**src/sv/assert_macros.svh**
```systemverilog
// ----------------------------------------------------------------------------
// Assertion macros
// Shared concurrent assertion shorthands, clocked on clk_i and disabled while
// rst_ni is low.
// ----------------------------------------------------------------------------
`ifndef ASSERT_MACROS_SVH
`define ASSERT_MACROS_SVH

// Same-cycle implication
`define ASSERT_IMP(lbl, ante, cons, msg) \
  lbl: assert property (@(posedge clk_i) disable iff (!rst_ni) (ante) |-> (cons)) \
    else $error(msg);

// Next-cycle implication
`define ASSERT_NXT(lbl, ante, cons, msg) \
  lbl: assert property (@(posedge clk_i) disable iff (!rst_ni) (ante) |=> (cons)) \
    else $error(msg);

`endif

```
**src/sv/i2r_pkg.sv**
```systemverilog
// ----------------------------------------------------------------------------
// i2r_pkg
// Types, letter codes and place tables for the Roman numeral speller.
// ----------------------------------------------------------------------------
package i2r_pkg;

  localparam int unsigned ValueW  = 12;
  localparam int unsigned LetterW = 7;
  localparam int unsigned PlaceW  = 4;
  localparam int unsigned NPlaces = 13;

  // ASCII codes of the numeral letters
  localparam logic [LetterW-1:0] ChNone = 7'd0;
  localparam logic [LetterW-1:0] ChI    = 7'd73;
  localparam logic [LetterW-1:0] ChV    = 7'd86;
  localparam logic [LetterW-1:0] ChX    = 7'd88;
  localparam logic [LetterW-1:0] ChL    = 7'd76;
  localparam logic [LetterW-1:0] ChC    = 7'd67;
  localparam logic [LetterW-1:0] ChD    = 7'd68;
  localparam logic [LetterW-1:0] ChM    = 7'd77;

  // Item handed from front to back
  typedef struct packed {
    logic [ValueW-1:0] value;
    logic              zero;
  } i2r_item_t;

  // Back-end sequencer states
  typedef enum logic [1:0] {
    ST_IDLE,
    ST_FIRST,
    ST_SECOND
  } i2r_state_e;

  // Weight of each place, highest first
  function automatic logic [ValueW-1:0] place_weight(input logic [PlaceW-1:0] p);
    logic [ValueW-1:0] w;
    case (p)
      4'd0:    w = 12'd1000;
      4'd1:    w = 12'd900;
      4'd2:    w = 12'd500;
      4'd3:    w = 12'd400;
      4'd4:    w = 12'd100;
      4'd5:    w = 12'd90;
      4'd6:    w = 12'd50;
      4'd7:    w = 12'd40;
      4'd8:    w = 12'd10;
      4'd9:    w = 12'd9;
      4'd10:   w = 12'd5;
      4'd11:   w = 12'd4;
      default: w = 12'd1;
    endcase
    return w;
  endfunction

  // Leading letter of each place
  function automatic logic [LetterW-1:0] place_first(input logic [PlaceW-1:0] p);
    logic [LetterW-1:0] c;
    case (p)
      4'd0:    c = ChM;
      4'd1:    c = ChC;
      4'd2:    c = ChD;
      4'd3:    c = ChC;
      4'd4:    c = ChC;
      4'd5:    c = ChX;
      4'd6:    c = ChL;
      4'd7:    c = ChX;
      4'd8:    c = ChX;
      4'd9:    c = ChI;
      4'd10:   c = ChV;
      default: c = ChI;
    endcase
    return c;
  endfunction

  // Trailing letter of a subtractive pair, ChNone for single letters
  function automatic logic [LetterW-1:0] place_second(input logic [PlaceW-1:0] p);
    logic [LetterW-1:0] c;
    case (p)
      4'd1:    c = ChM;
      4'd3:    c = ChD;
      4'd5:    c = ChC;
      4'd7:    c = ChL;
      4'd9:    c = ChX;
      4'd11:   c = ChV;
      default: c = ChNone;
    endcase
    return c;
  endfunction

  // Highest place whose weight still fits into the remainder
  function automatic logic [PlaceW-1:0] place_find(input logic [ValueW-1:0] rest);
    logic [PlaceW-1:0] p;
    p = PlaceW'(NPlaces - 1);
    for (int i = NPlaces - 1; i >= 0; i--) begin
      if (rest >= place_weight(PlaceW'(i))) begin
        p = PlaceW'(i);
      end
    end
    return p;
  endfunction

endpackage

```
**src/sv/i2r_front.sv**
```systemverilog
// ----------------------------------------------------------------------------
// i2r_front
// Accepts input beats, tags zero values and holds them in a short queue
// until the back end takes them.
// ----------------------------------------------------------------------------
module i2r_front #(
  parameter int unsigned Depth = 2
) (
  input  logic                      clk_i,
  input  logic                      rst_ni,
  input  logic                      push,
  output logic                      full,
  input  logic [i2r_pkg::ValueW-1:0] value_i,
  output logic                      item_valid_o,
  output i2r_pkg::i2r_item_t        item_o,
  input  logic                      item_take_i
);
  import i2r_pkg::*;

  localparam int unsigned PtrW = $clog2(Depth);
  localparam int unsigned CntW = $clog2(Depth + 1);

  i2r_item_t         slot_q [Depth];
  logic [PtrW-1:0]   wr_ptr_q, wr_ptr_d;
  logic [PtrW-1:0]   rd_ptr_q, rd_ptr_d;
  logic [CntW-1:0]   cnt_q, cnt_d;
  logic              wr_en, rd_en;
  i2r_item_t         new_item;

  // Classify the incoming value
  assign new_item.value = value_i;
  assign new_item.zero  = (value_i == '0);

  assign full         = (cnt_q == CntW'(Depth));
  assign item_valid_o = (cnt_q != '0);
  assign item_o       = slot_q[rd_ptr_q];
  assign wr_en        = push && !full;
  assign rd_en        = item_take_i && item_valid_o;

  // Advance pointers with wrap and track fill level
  always_comb begin
    wr_ptr_d = wr_ptr_q;
    rd_ptr_d = rd_ptr_q;
    if (wr_en) begin
      wr_ptr_d = (wr_ptr_q == PtrW'(Depth - 1)) ? '0 : wr_ptr_q + 1'b1;
    end
    if (rd_en) begin
      rd_ptr_d = (rd_ptr_q == PtrW'(Depth - 1)) ? '0 : rd_ptr_q + 1'b1;
    end
    cnt_d = cnt_q;
    if (wr_en && !rd_en) begin
      cnt_d = cnt_q + 1'b1;
    end else if (rd_en && !wr_en) begin
      cnt_d = cnt_q - 1'b1;
    end
  end

  always_ff @(posedge clk_i or negedge rst_ni) begin
    if (!rst_ni) begin
      wr_ptr_q <= '0;
      rd_ptr_q <= '0;
      cnt_q    <= '0;
    end else begin
      wr_ptr_q <= wr_ptr_d;
      rd_ptr_q <= rd_ptr_d;
      cnt_q    <= cnt_d;
    end
  end

  // Store the accepted beat
  always_ff @(posedge clk_i) begin
    if (wr_en) begin
      slot_q[wr_ptr_q] <= new_item;
    end
  end

endmodule

```
**src/sv/i2r_back.sv**
```systemverilog
// ----------------------------------------------------------------------------
// i2r_back
// Spells one queued value letter by letter into a one-entry result register,
// largest fitting place first.
// ----------------------------------------------------------------------------
module i2r_back (
  input  logic                        clk_i,
  input  logic                        rst_ni,
  input  logic                        item_valid_i,
  input  i2r_pkg::i2r_item_t          item_i,
  output logic                        item_take_o,
  output logic                        empty,
  input  logic                        pop,
  output logic [i2r_pkg::LetterW-1:0] letter_o,
  output logic                        last_o,
  output logic                        empty_res_o
);
  import i2r_pkg::*;

  i2r_state_e          state_q, state_d;
  logic [ValueW-1:0]   rest_q, rest_d;
  logic [LetterW-1:0]  second_q, second_d;
  logic                out_valid_q, out_valid_d;
  logic [LetterW-1:0]  letter_q, letter_d;
  logic                last_q, last_d;
  logic                empty_res_q, empty_res_d;
  logic                slot_free;
  logic                emit;
  logic [PlaceW-1:0]   place;
  logic [ValueW-1:0]   rest_sub;
  logic [LetterW-1:0]  pair_letter;

  // Result slot frees up when empty or being popped this cycle
  assign slot_free = !out_valid_q || pop;

  // Place lookup on the current remainder
  assign place       = place_find(rest_q);
  assign rest_sub    = rest_q - place_weight(place);
  assign pair_letter = place_second(place);

  // Next state
  always_comb begin
    state_d = state_q;
    case (state_q)
      ST_IDLE: begin
        if (item_valid_i && slot_free && !item_i.zero) begin
          state_d = ST_FIRST;
        end
      end
      ST_FIRST: begin
        if (slot_free) begin
          if (pair_letter != ChNone) begin
            state_d = ST_SECOND;
          end else if (rest_sub == '0) begin
            state_d = ST_IDLE;
          end
        end
      end
      ST_SECOND: begin
        if (slot_free) begin
          state_d = (rest_q == '0) ? ST_IDLE : ST_FIRST;
        end
      end
      default: state_d = ST_IDLE;
    endcase
  end

  // Outputs and datapath
  always_comb begin
    item_take_o = 1'b0;
    emit        = 1'b0;
    rest_d      = rest_q;
    second_d    = second_q;
    letter_d    = letter_q;
    last_d      = last_q;
    empty_res_d = empty_res_q;
    case (state_q)
      ST_IDLE: begin
        if (item_valid_i && slot_free) begin
          item_take_o = 1'b1;
          rest_d      = item_i.value;
          if (item_i.zero) begin
            emit        = 1'b1;
            letter_d    = ChNone;
            last_d      = 1'b1;
            empty_res_d = 1'b1;
          end
        end
      end
      ST_FIRST: begin
        if (slot_free) begin
          emit        = 1'b1;
          rest_d      = rest_sub;
          second_d    = pair_letter;
          letter_d    = place_first(place);
          last_d      = (pair_letter == ChNone) && (rest_sub == '0);
          empty_res_d = 1'b0;
        end
      end
      ST_SECOND: begin
        if (slot_free) begin
          emit        = 1'b1;
          letter_d    = second_q;
          last_d      = (rest_q == '0);
          empty_res_d = 1'b0;
        end
      end
      default: begin
        emit = 1'b0;
      end
    endcase
    if (emit) begin
      out_valid_d = 1'b1;
    end else if (pop) begin
      out_valid_d = 1'b0;
    end else begin
      out_valid_d = out_valid_q;
    end
  end

  always_ff @(posedge clk_i or negedge rst_ni) begin
    if (!rst_ni) begin
      state_q     <= ST_IDLE;
      out_valid_q <= 1'b0;
    end else begin
      state_q     <= state_d;
      out_valid_q <= out_valid_d;
    end
  end

  // Hold remainder, pending pair letter and the result beat
  always_ff @(posedge clk_i) begin
    rest_q      <= rest_d;
    second_q    <= second_d;
    letter_q    <= letter_d;
    last_q      <= last_d;
    empty_res_q <= empty_res_d;
  end

  assign empty       = !out_valid_q;
  assign letter_o    = letter_q;
  assign last_o      = last_q;
  assign empty_res_o = empty_res_q;

endmodule

```
**src/sv/integer_to_roman_numeral.sv**
```systemverilog
// ----------------------------------------------------------------------------
// integer_to_roman_numeral
// Spells a number as its Roman numeral, one ASCII letter per result beat.
// ----------------------------------------------------------------------------
// Usage:
//   Input side is a queue write port: drive value_i and raise push; the beat
//   is taken on a clock edge with push high and full low.
//   Result side is a queue read port: while empty is low, letter_o, last_o
//   and empty_res_o show the oldest letter; pop on a cycle with empty low
//   takes it. last_o marks the final letter of a numeral. A zero value gives
//   one beat with letter_o = 0, last_o = 1 and empty_res_o = 1.
// Timing:
//   The first letter of a nonzero value goes from the input queue through
//   the sequencer's load step (ST_IDLE) and ST_FIRST into the result register
//   (a zero goes from ST_IDLE straight to it). The sequencer loads a value,
//   then emits its letters in turn, waiting while the result register holds
//   an unpopped letter; the sustained rate is set by that sequencer.
//   A short input queue (QueueDepth beats) keeps accepting while a result
//   waits; when pop stays low the result register holds and the queue fills.
// Reset:
//   rst_ni clears the queue, the sequencer and the result register.
// ----------------------------------------------------------------------------
module integer_to_roman_numeral #(
  parameter int unsigned QueueDepth = 2
) (
  input  logic                        clk_i,
  input  logic                        rst_ni,
  input  logic                        push,
  output logic                        full,
  input  logic [i2r_pkg::ValueW-1:0]  value_i,
  output logic                        empty,
  input  logic                        pop,
  output logic [i2r_pkg::LetterW-1:0] letter_o,
  output logic                        last_o,
  output logic                        empty_res_o
);
  import i2r_pkg::*;

  logic      item_valid;
  logic      item_take;
  i2r_item_t item;

  // Accept and classify
  i2r_front #(
    .Depth (QueueDepth)
  ) u_front (
    .clk_i        (clk_i),
    .rst_ni       (rst_ni),
    .push         (push),
    .full         (full),
    .value_i      (value_i),
    .item_valid_o (item_valid),
    .item_o       (item),
    .item_take_i  (item_take)
  );

  // Spell letters
  i2r_back u_back (
    .clk_i        (clk_i),
    .rst_ni       (rst_ni),
    .item_valid_i (item_valid),
    .item_i       (item),
    .item_take_o  (item_take),
    .empty        (empty),
    .pop          (pop),
    .letter_o     (letter_o),
    .last_o       (last_o),
    .empty_res_o  (empty_res_o)
  );

  `include "assert_macros.svh"

  `ASSERT_IMP(a_empty_res_form, !empty && empty_res_o,
              last_o && (letter_o == ChNone), "empty result malformed")
  `ASSERT_IMP(a_letter_nonzero, !empty && !empty_res_o,
              letter_o != ChNone, "letter beat without a letter")
  `ASSERT_IMP(a_full_has_item, full, item_valid, "queue full but no item offered")
  `ASSERT_NXT(a_zero_item_emits, item_take && item.zero,
              !empty && empty_res_o, "zero item gave no empty result")

endmodule
```
**config.mk**
```make
export PLATFORM = sky130hd
export DESIGN_NAME = integer_to_roman_numeral
export DESIGN_NICKNAME = d
export VERILOG_FILES = /design/src/sv/i2r_pkg.sv /design/src/sv/i2r_front.sv /design/src/sv/i2r_back.sv /design/src/sv/integer_to_roman_numeral.sv
export VERILOG_INCLUDE_DIRS = /design/src /design/src/sv
export SDC_FILE = /design/constraint.sdc
export NUM_CORES = 1
export LEC_CHECK = 0
export BUFFER_PORTS_ARGS = -buffer_cell sky130_fd_sc_hd__buf_2
export CAP_MARGIN = 10
export CORE_UTILIZATION = 30
export DETAILED_ROUTE_END_ITERATION = 8
export PLACE_DENSITY = 0.52
export RECOVER_POWER = 25
export REMOVE_ABC_BUFFERS = 1
export SETUP_SLACK_MARGIN = 0.02
export SYNTH_ARGS = -nofsm -noshare
export SYNTH_HDL_FRONTEND = slang
export SYNTH_SLANG_ARGS = --single-unit
```
**constraint.sdc**
```tcl
create_clock -name clk_i -period 4.45 [get_ports clk_i]
set_clock_uncertainty 0.1 [all_clocks]
set_input_delay 0.89 -clock clk_i [delete_from_list [all_inputs] [get_ports clk_i]]
set_output_delay 0.89 -clock clk_i [all_outputs]
set_load 0.05 [all_outputs]
```
# Word-level counts from Yosys, hierarchy flattened
# Memories as Yosys holds them, arrays and structs flattened.
# Cells that the tools add are included.
dict set report totals {
  register_bits 35
  elab_cells 126
  output_inout_bits 11
  in_bits 16
  n_memories 3
  mem_bits_rw 26
  rom_bits 240
}
dict set report op_classes {
  magnitude_cmp 12
  n_mux 49
  eq_ne 16
  n_reduce_logical 31
  addsub 5
}
# name depth word_bits rd rd_clocked_by_memory_dff write_ports line_no
set mem_list {}
lappend mem_list {{(no name shown)} 16 10 1 0 0 i2r_pkg.sv:38} ;# case (p)
lappend mem_list {{(no name shown)} 16 5 1 0 0 i2r_pkg.sv:59} ;# case (p)
lappend mem_list {u_front.slot_q 2 13 1 0 1 i2r_front.sv:23} ;# i2r_item_t slot_q [Depth];
# operator count
set ops {}
lappend ops {{4-bit 2-to-1 mux} 11}
lappend ops {{7-bit case mux with 6 select lines} 1}
lappend ops {{12-bit logical NOT} 3}
lappend ops {{7-bit 2-to-1 mux} 4}
lappend ops {{12-bit by 10-bit greater-or-equal comparator with 1-bit output, second input constant} 2}
lappend ops {{12-bit by 3-bit greater-or-equal comparator with 1-bit output, second input constant} 2}
lappend ops {{12-bit by 4-bit greater-or-equal comparator with 1-bit output, second input constant} 2}
lappend ops {{12-bit by 6-bit greater-or-equal comparator with 1-bit output, second input constant} 2}
lappend ops {{12-bit by 7-bit greater-or-equal comparator with 1-bit output, second input constant} 2}
lappend ops {{12-bit by 9-bit greater-or-equal comparator with 1-bit output, second input constant} 2}
lappend ops {{12-bit 2-to-1 mux} 2}
lappend ops {{12-bit case mux with 2 select lines} 1}
lappend ops {{7-bit case mux with 3 select lines} 1}
lappend ops {{1-bit 2-to-1 mux} 17}
lappend ops {{2-bit 2-to-1 mux} 7}
lappend ops {{2-bit by 1-bit inequality test with 1-bit output, second input constant} 6}
lappend ops {{12-bit subtractor} 1}
lappend ops {{2-bit nonzero test} 5}
lappend ops {{4-bit by 3-bit equality test with 1-bit output, second input constant} 2}
lappend ops {{4-bit equality test, second input constant} 2}
lappend ops {{4-bit AND reduction} 2}
lappend ops {{1-bit logical AND} 7}
lappend ops {{7-bit logical NOT} 1}
lappend ops {{7-bit nonzero test} 1}
lappend ops {{other kinds (20)} 27}

# Longest topological paths before layout
# An unclocked memory read counts as a cell.
dict set report logic_depth {
  word_depth 20
  mapped_depth 19
}

# By module
# Synthesis repeated with hierarchy kept, for this count alone.
dict set report hier_totals {
  hier_cells 342
  hier_area_um2 3629.7
}
# mod n_inst cells_per_inst area_per_inst_um2
set by_module_without_submodules {}
lappend by_module_without_submodules {i2r_back 1 279 2466.1}
lappend by_module_without_submodules {i2r_front 1 63 1163.6}

# Worst setup path after synthesis
# No wires, ideal clock.
dict set report synth_timing {
  path_type {register to register}
  start {reg u_back.rest_q[6]}
  end {reg u_back.state_q[0]}
  setup_ps 128
  synth_period_minus_slack_ps 4362
  t_arrival_ps 4134
  stages_incl_launch_ff 19
  n_path_buf 0
  setup_slack_ps 88
  path_cell_list {edfxtp_1 > or3_4 > nor4_4 > nor2b_1 > o21bai_1 > a21boi_1 > inv_1 > ha_1 > inv_1 > a21oi_1 > ha_1 > fa_1 > nand2b_1 > a21oi_1 > o21a_1 > xnor2_1 > nand4_1 > o21ai_1 > mux2_1}
}
dict set report synth_between {
  elab_chain_cells 19
  word_cells_on_any_way 43
  classes_between {add/sub (1); order compare (12); eq/ne (7); mux (18); reduce/logical (4); memory (1)}
}
# element line_no
set synth_rtl {}
lappend synth_rtl {{from (decl)} i2r_back.sv:21} ;# logic [ValueW-1:0] rest_q, rest_d;
lappend synth_rtl {{from (signal assigned)} i2r_back.sv:133} ;# rest_q <= rest_d;
lappend synth_rtl {{branches (longest 19 deep; another with 12-bit by 3-bit greater-or-equal comparator with 1-bit output)} n/a}
lappend synth_rtl {{to (signal assigned)} i2r_back.sv:126} ;# state_q <= state_d;
lappend synth_rtl {{to (decl)} i2r_back.sv:20} ;# i2r_state_e state_q, state_d;
# Parallel ways; which one is timed is not known. The select of a mux whose other input is x is not followed.
# A chain may end at the register's enable or synchronous reset.

# Final worst setup path
dict set report layout_timing {
  start {reg u_back.rest_q[10]}
  end {reg u_back.state_q[0]}
}
# The elaborated chain is that of the path after synthesis.

==> results.yml <==
worst_setup_path:
  crit_fanout: 10
  r2r_slack_ns: 0.18
  rr_startpoint: "u_back.rest_q[10]$_DFFE_PP_"
  crit_start: "u_back.rest_q[10]$_DFFE_PP_"
  worst-setup-path-type: "reg2reg"
  cp.arrival_ns: 4.39
  rr_worst_depth: 17
  end_kind: "flop"
  worst_r2r_endpoint: "u_back.state_q[0]$_DFFE_PN0P_"
  start_kind: "flop"
  critPathRequiredTime_ns: 4.56
  crit_path_end: "u_back.state_q[0]$_DFFE_PN0P_"
cts:
  cts_buffer_depth: 2
  clock-root-buffer: "clkbuf_16"
  hold_buffers: 0
  cts.clk_slew.worst_paths_ns: 0.06
  cts_tree: "done"
  cts_buffers: 9
  clk_latency_ns: 0.33
  htree_num_levels: 3
  cts_sinks: 59
global_route:
  antenna_found_initial: 0
  met3_usage_pct: 2.82
  grt.overflow.total: 0
  grt_pass1_vias: 2876
  busiest_layer: "met2"
  grt_max_degree: 30
  grt_usage_pct: 14.3
  grt_first_pass_wirelength_um: 14300
  met2_usage_pct: 22.9
  use_met1_pct: 18.4
cells_and_area:
  syn2layout_area_growth_pct: 24.9
  multiInputGateArea_sq_mm: 0.00199
  layout.nets: 457
  insertedDiodeCount: 0
  ff_latch_area_sq_mm: 0.00174
  fin_area_sq_mm: 0.00468
  fillers: 1215
  drive_above_1_share_pct: 24.9
timing:
  finalHoldViolCount: 0
  clock.fmax_mhz: 234
  post-route-period-util_pct: 96.0
  setup_viol: 0
  slew-limit-headroom_pct: 22.3
  slew_viol_final: 0
  fin_crit_ns: 4.27
  worst_pin_slew_ns: 1.16
floorplanning:
  die_x_um: 114
  start_util_pct: 31.0
  core_sq_mm: 0.0121
  die_h_um: 114
  rows: 40
  pin_count: 27
  dieArea_sq_mm: 0.0130
synthesis:
  yosysSeqAreaShare_pct: 46.3
  synth_cell_type_count: 63
  synth_edf_count: 52
  ys_seq_elements: 59
  async_reset_ff_share_pct: 11.9
  netlist_area_sq_mm: 0.00375
  synth-warning-count: 0
  syn_area_per_cell_sq_um: 10.3
  postSynthCellCount: 363
  synthFlopType: "edfxtp_1"
status:
  outcome: "completed"
hold_path:
  worstHoldPathType: "in2async"
drt:
  routed_wl_um: 9000
  drc: 0
  via_per_inst: 5.00
  num_vias: 2967
  drtIter0Drc: 219
  post_drt_wl_per_cell_um: 15.2
  ant_nets: 0
  first_pass_iters: 4
placement:
  port_buffers: 25
  placed_cell_area_sq_mm: 0.00419
  dp_hpwl_um: 6590
  gp_congestion: 0.798
flow_run:
  drv_cap: 0
## state kept, by name (all words and copies together) (netlist names)
signal	flops
u_back.rest_q	12
u_back.second_q	6
u_front.wr_ptr_q	1
u_back.last_o	1
u_front.rd_ptr_q	1
u_back.letter_o	6
u_back.out_valid_q	1
u_front.cnt_q	2
u_front.slot_q	26
u_back.empty_res_o	1
u_back.state_q	2
## logic make-up after synthesis
family | after synthesis | synth area share [%]
AOI/OAI and AO/OA | 103 | 18.7
and+or+nand+nor | 121 | 16.9
adders and majority gates | 21 | 7.21
xor gates and xnor gates | 12 | 2.80
muxes | 11 | 2.97
other | 1 | 0.100
buffers and inverters | 35 | 5.01
DFF | 59 | 46.3
## cell usage in the layout (no fill, tap or decap), drive strengths merged, types with 7 or more instances in the layout
| cell | n |
|---|---|
| clkbuf | 22 |
| nor2 | 29 |
| nor2b | 10 |
| inv | 23 |
| nand3 | 16 |
| nand2b | 9 |
| a211oi | 12 |
| nand2 | 28 |
| nor3 | 7 |
| buf | 46 |
| ha | 20 |
| edfxtp | 52 |
| a21oi | 27 |
| mux2i | 10 |
| dfrtp | 7 |
| o21ai | 25 |
| nor4 | 7 |
## worst min path at each step
stage | from | endpoint
after floorplan | u_front.wr_ptr_q$_DFFE_PN0P_ | u_front.wr_ptr_q$_DFFE_PN0P_
after global placement | u_front.wr_ptr_q$_DFFE_PN0P_ | u_front.wr_ptr_q$_DFFE_PN0P_
after detailed placement | u_front.wr_ptr_q$_DFFE_PN0P_ | u_front.wr_ptr_q$_DFFE_PN0P_
after CTS | rst_ni | u_front.cnt_q[1]$_DFFE_PN0P_
after global routing | rst_ni | u_front.cnt_q[1]$_DFFE_PN0P_
final | rst_ni | u_front.cnt_q[1]$_DFFE_PN0P_
## synth_stat cells, drive strengths merged, types with 2 or more instances
| cell | n | share of area [%] |
|---|---|---|
| nand3b | 2 | 0.40 |
| and3 | 3 | 0.50 |
| nor3b | 2 | 0.40 |
| nand2 | 28 | 2.8 |
| o32ai | 2 | 0.47 |
| nand3 | 16 | 2.1 |
| mux2i | 10 | 2.7 |
| nor2b | 10 | 1.7 |
| dfrtp | 7 | 4.7 |
| a22oi | 3 | 0.60 |
| a21boi | 2 | 0.40 |
| edfxtp | 52 | 42 |
| nand4b | 2 | 0.47 |
| clkbuf | 7 | 1.5 |
| ha | 20 | 6.7 |
| a211oi | 12 | 2.4 |
| o21ai | 25 | 3.4 |
| a21oi | 27 | 4.0 |
| a21o | 4 | 0.80 |
| or3 | 2 | 0.60 |
| xor2 | 6 | 1.4 |
| nor3 | 7 | 1.2 |
| o21a | 5 | 1.0 |
| inv | 22 | 2.2 |
| nand4 | 2 | 0.33 |
| nor4 | 7 | 1.6 |
| nand2b | 9 | 1.5 |
| o31ai | 6 | 1.5 |
| nor2 | 29 | 2.9 |
| xnor2 | 6 | 1.4 |
| buf | 6 | 1.3 |
| o211ai | 3 | 0.60 |
## what timing repair did
action                                  in CTS  in global routing
setup buffers                                0                  6
gates resized for setup                      0                 38
endpoints found under the setup margin       0                  3
## stage by stage
| step | instances | utilization (%) | hold slack [ns] | TNS (ns) | setup WS, ns |
|---|---|---|---|---|---|
| 4_1_cts | 587 | 37.0 | 0.287 | 0 | 0.0272 |
| 5_1_grt | 593 | 38.7 | 0.388 | -0.00659 | -0.00659 |
| 3_5_place_dp | 571 | 34.6 | 0.390 | 0 | 0.0372 |
| 3_3_place_gp | 571 | 34.6 | 0.376 | 0 | 0.0953 |
| 2_1_floorplan | 350 | - | 0.361 | 0 | 0.0754 |
| 6_report | 593 | 38.7 | 0.360 | 0 | 0.177 |
## worst max-delay path, stage by stage, from the launching register on
cell and delay [ns]:
edfxtp_1 0.38, or3_4 0.44, nor3_4 0.20, buf_4 0.14, buf_4 0.11, nand2_1 0.07
buf_4 0.19, a21oi_4 0.22, o21ai_0 0.12, nand2_1 0.12, ha_2 0.32, a2111oi_4 0.39
nand2b_1 0.14, o31ai_4 0.29, mux2i_2 0.12, nand4b_1 0.26, o21ai_2 0.23, mux2_4 0.31
## layout make-up
| cell class | count | area share, % |
|---|---|---|
| clock inverter | 7 | 1.44 |
| sequential | 59 | 37.1 |
| tap | 168 | 4.49 |
| multi-input combinational | 269 | 42.5 |
| inverter | 22 | 1.76 |
| timing repair buffer | 59 | 7.94 |
| clock buffer | 9 | 4.81 |
## routing by layer
metal / vias up / share of wire [%]
met5: - / 0
met4: 0 / 3.6
met3: 25 / 3.9
met2: 70 / 46
met1: 1394 / 47
li1: 1478 / -
Power is not shown: default switching activity piles up to over one toggle a cycle in this logic, so the estimate is an artifact.
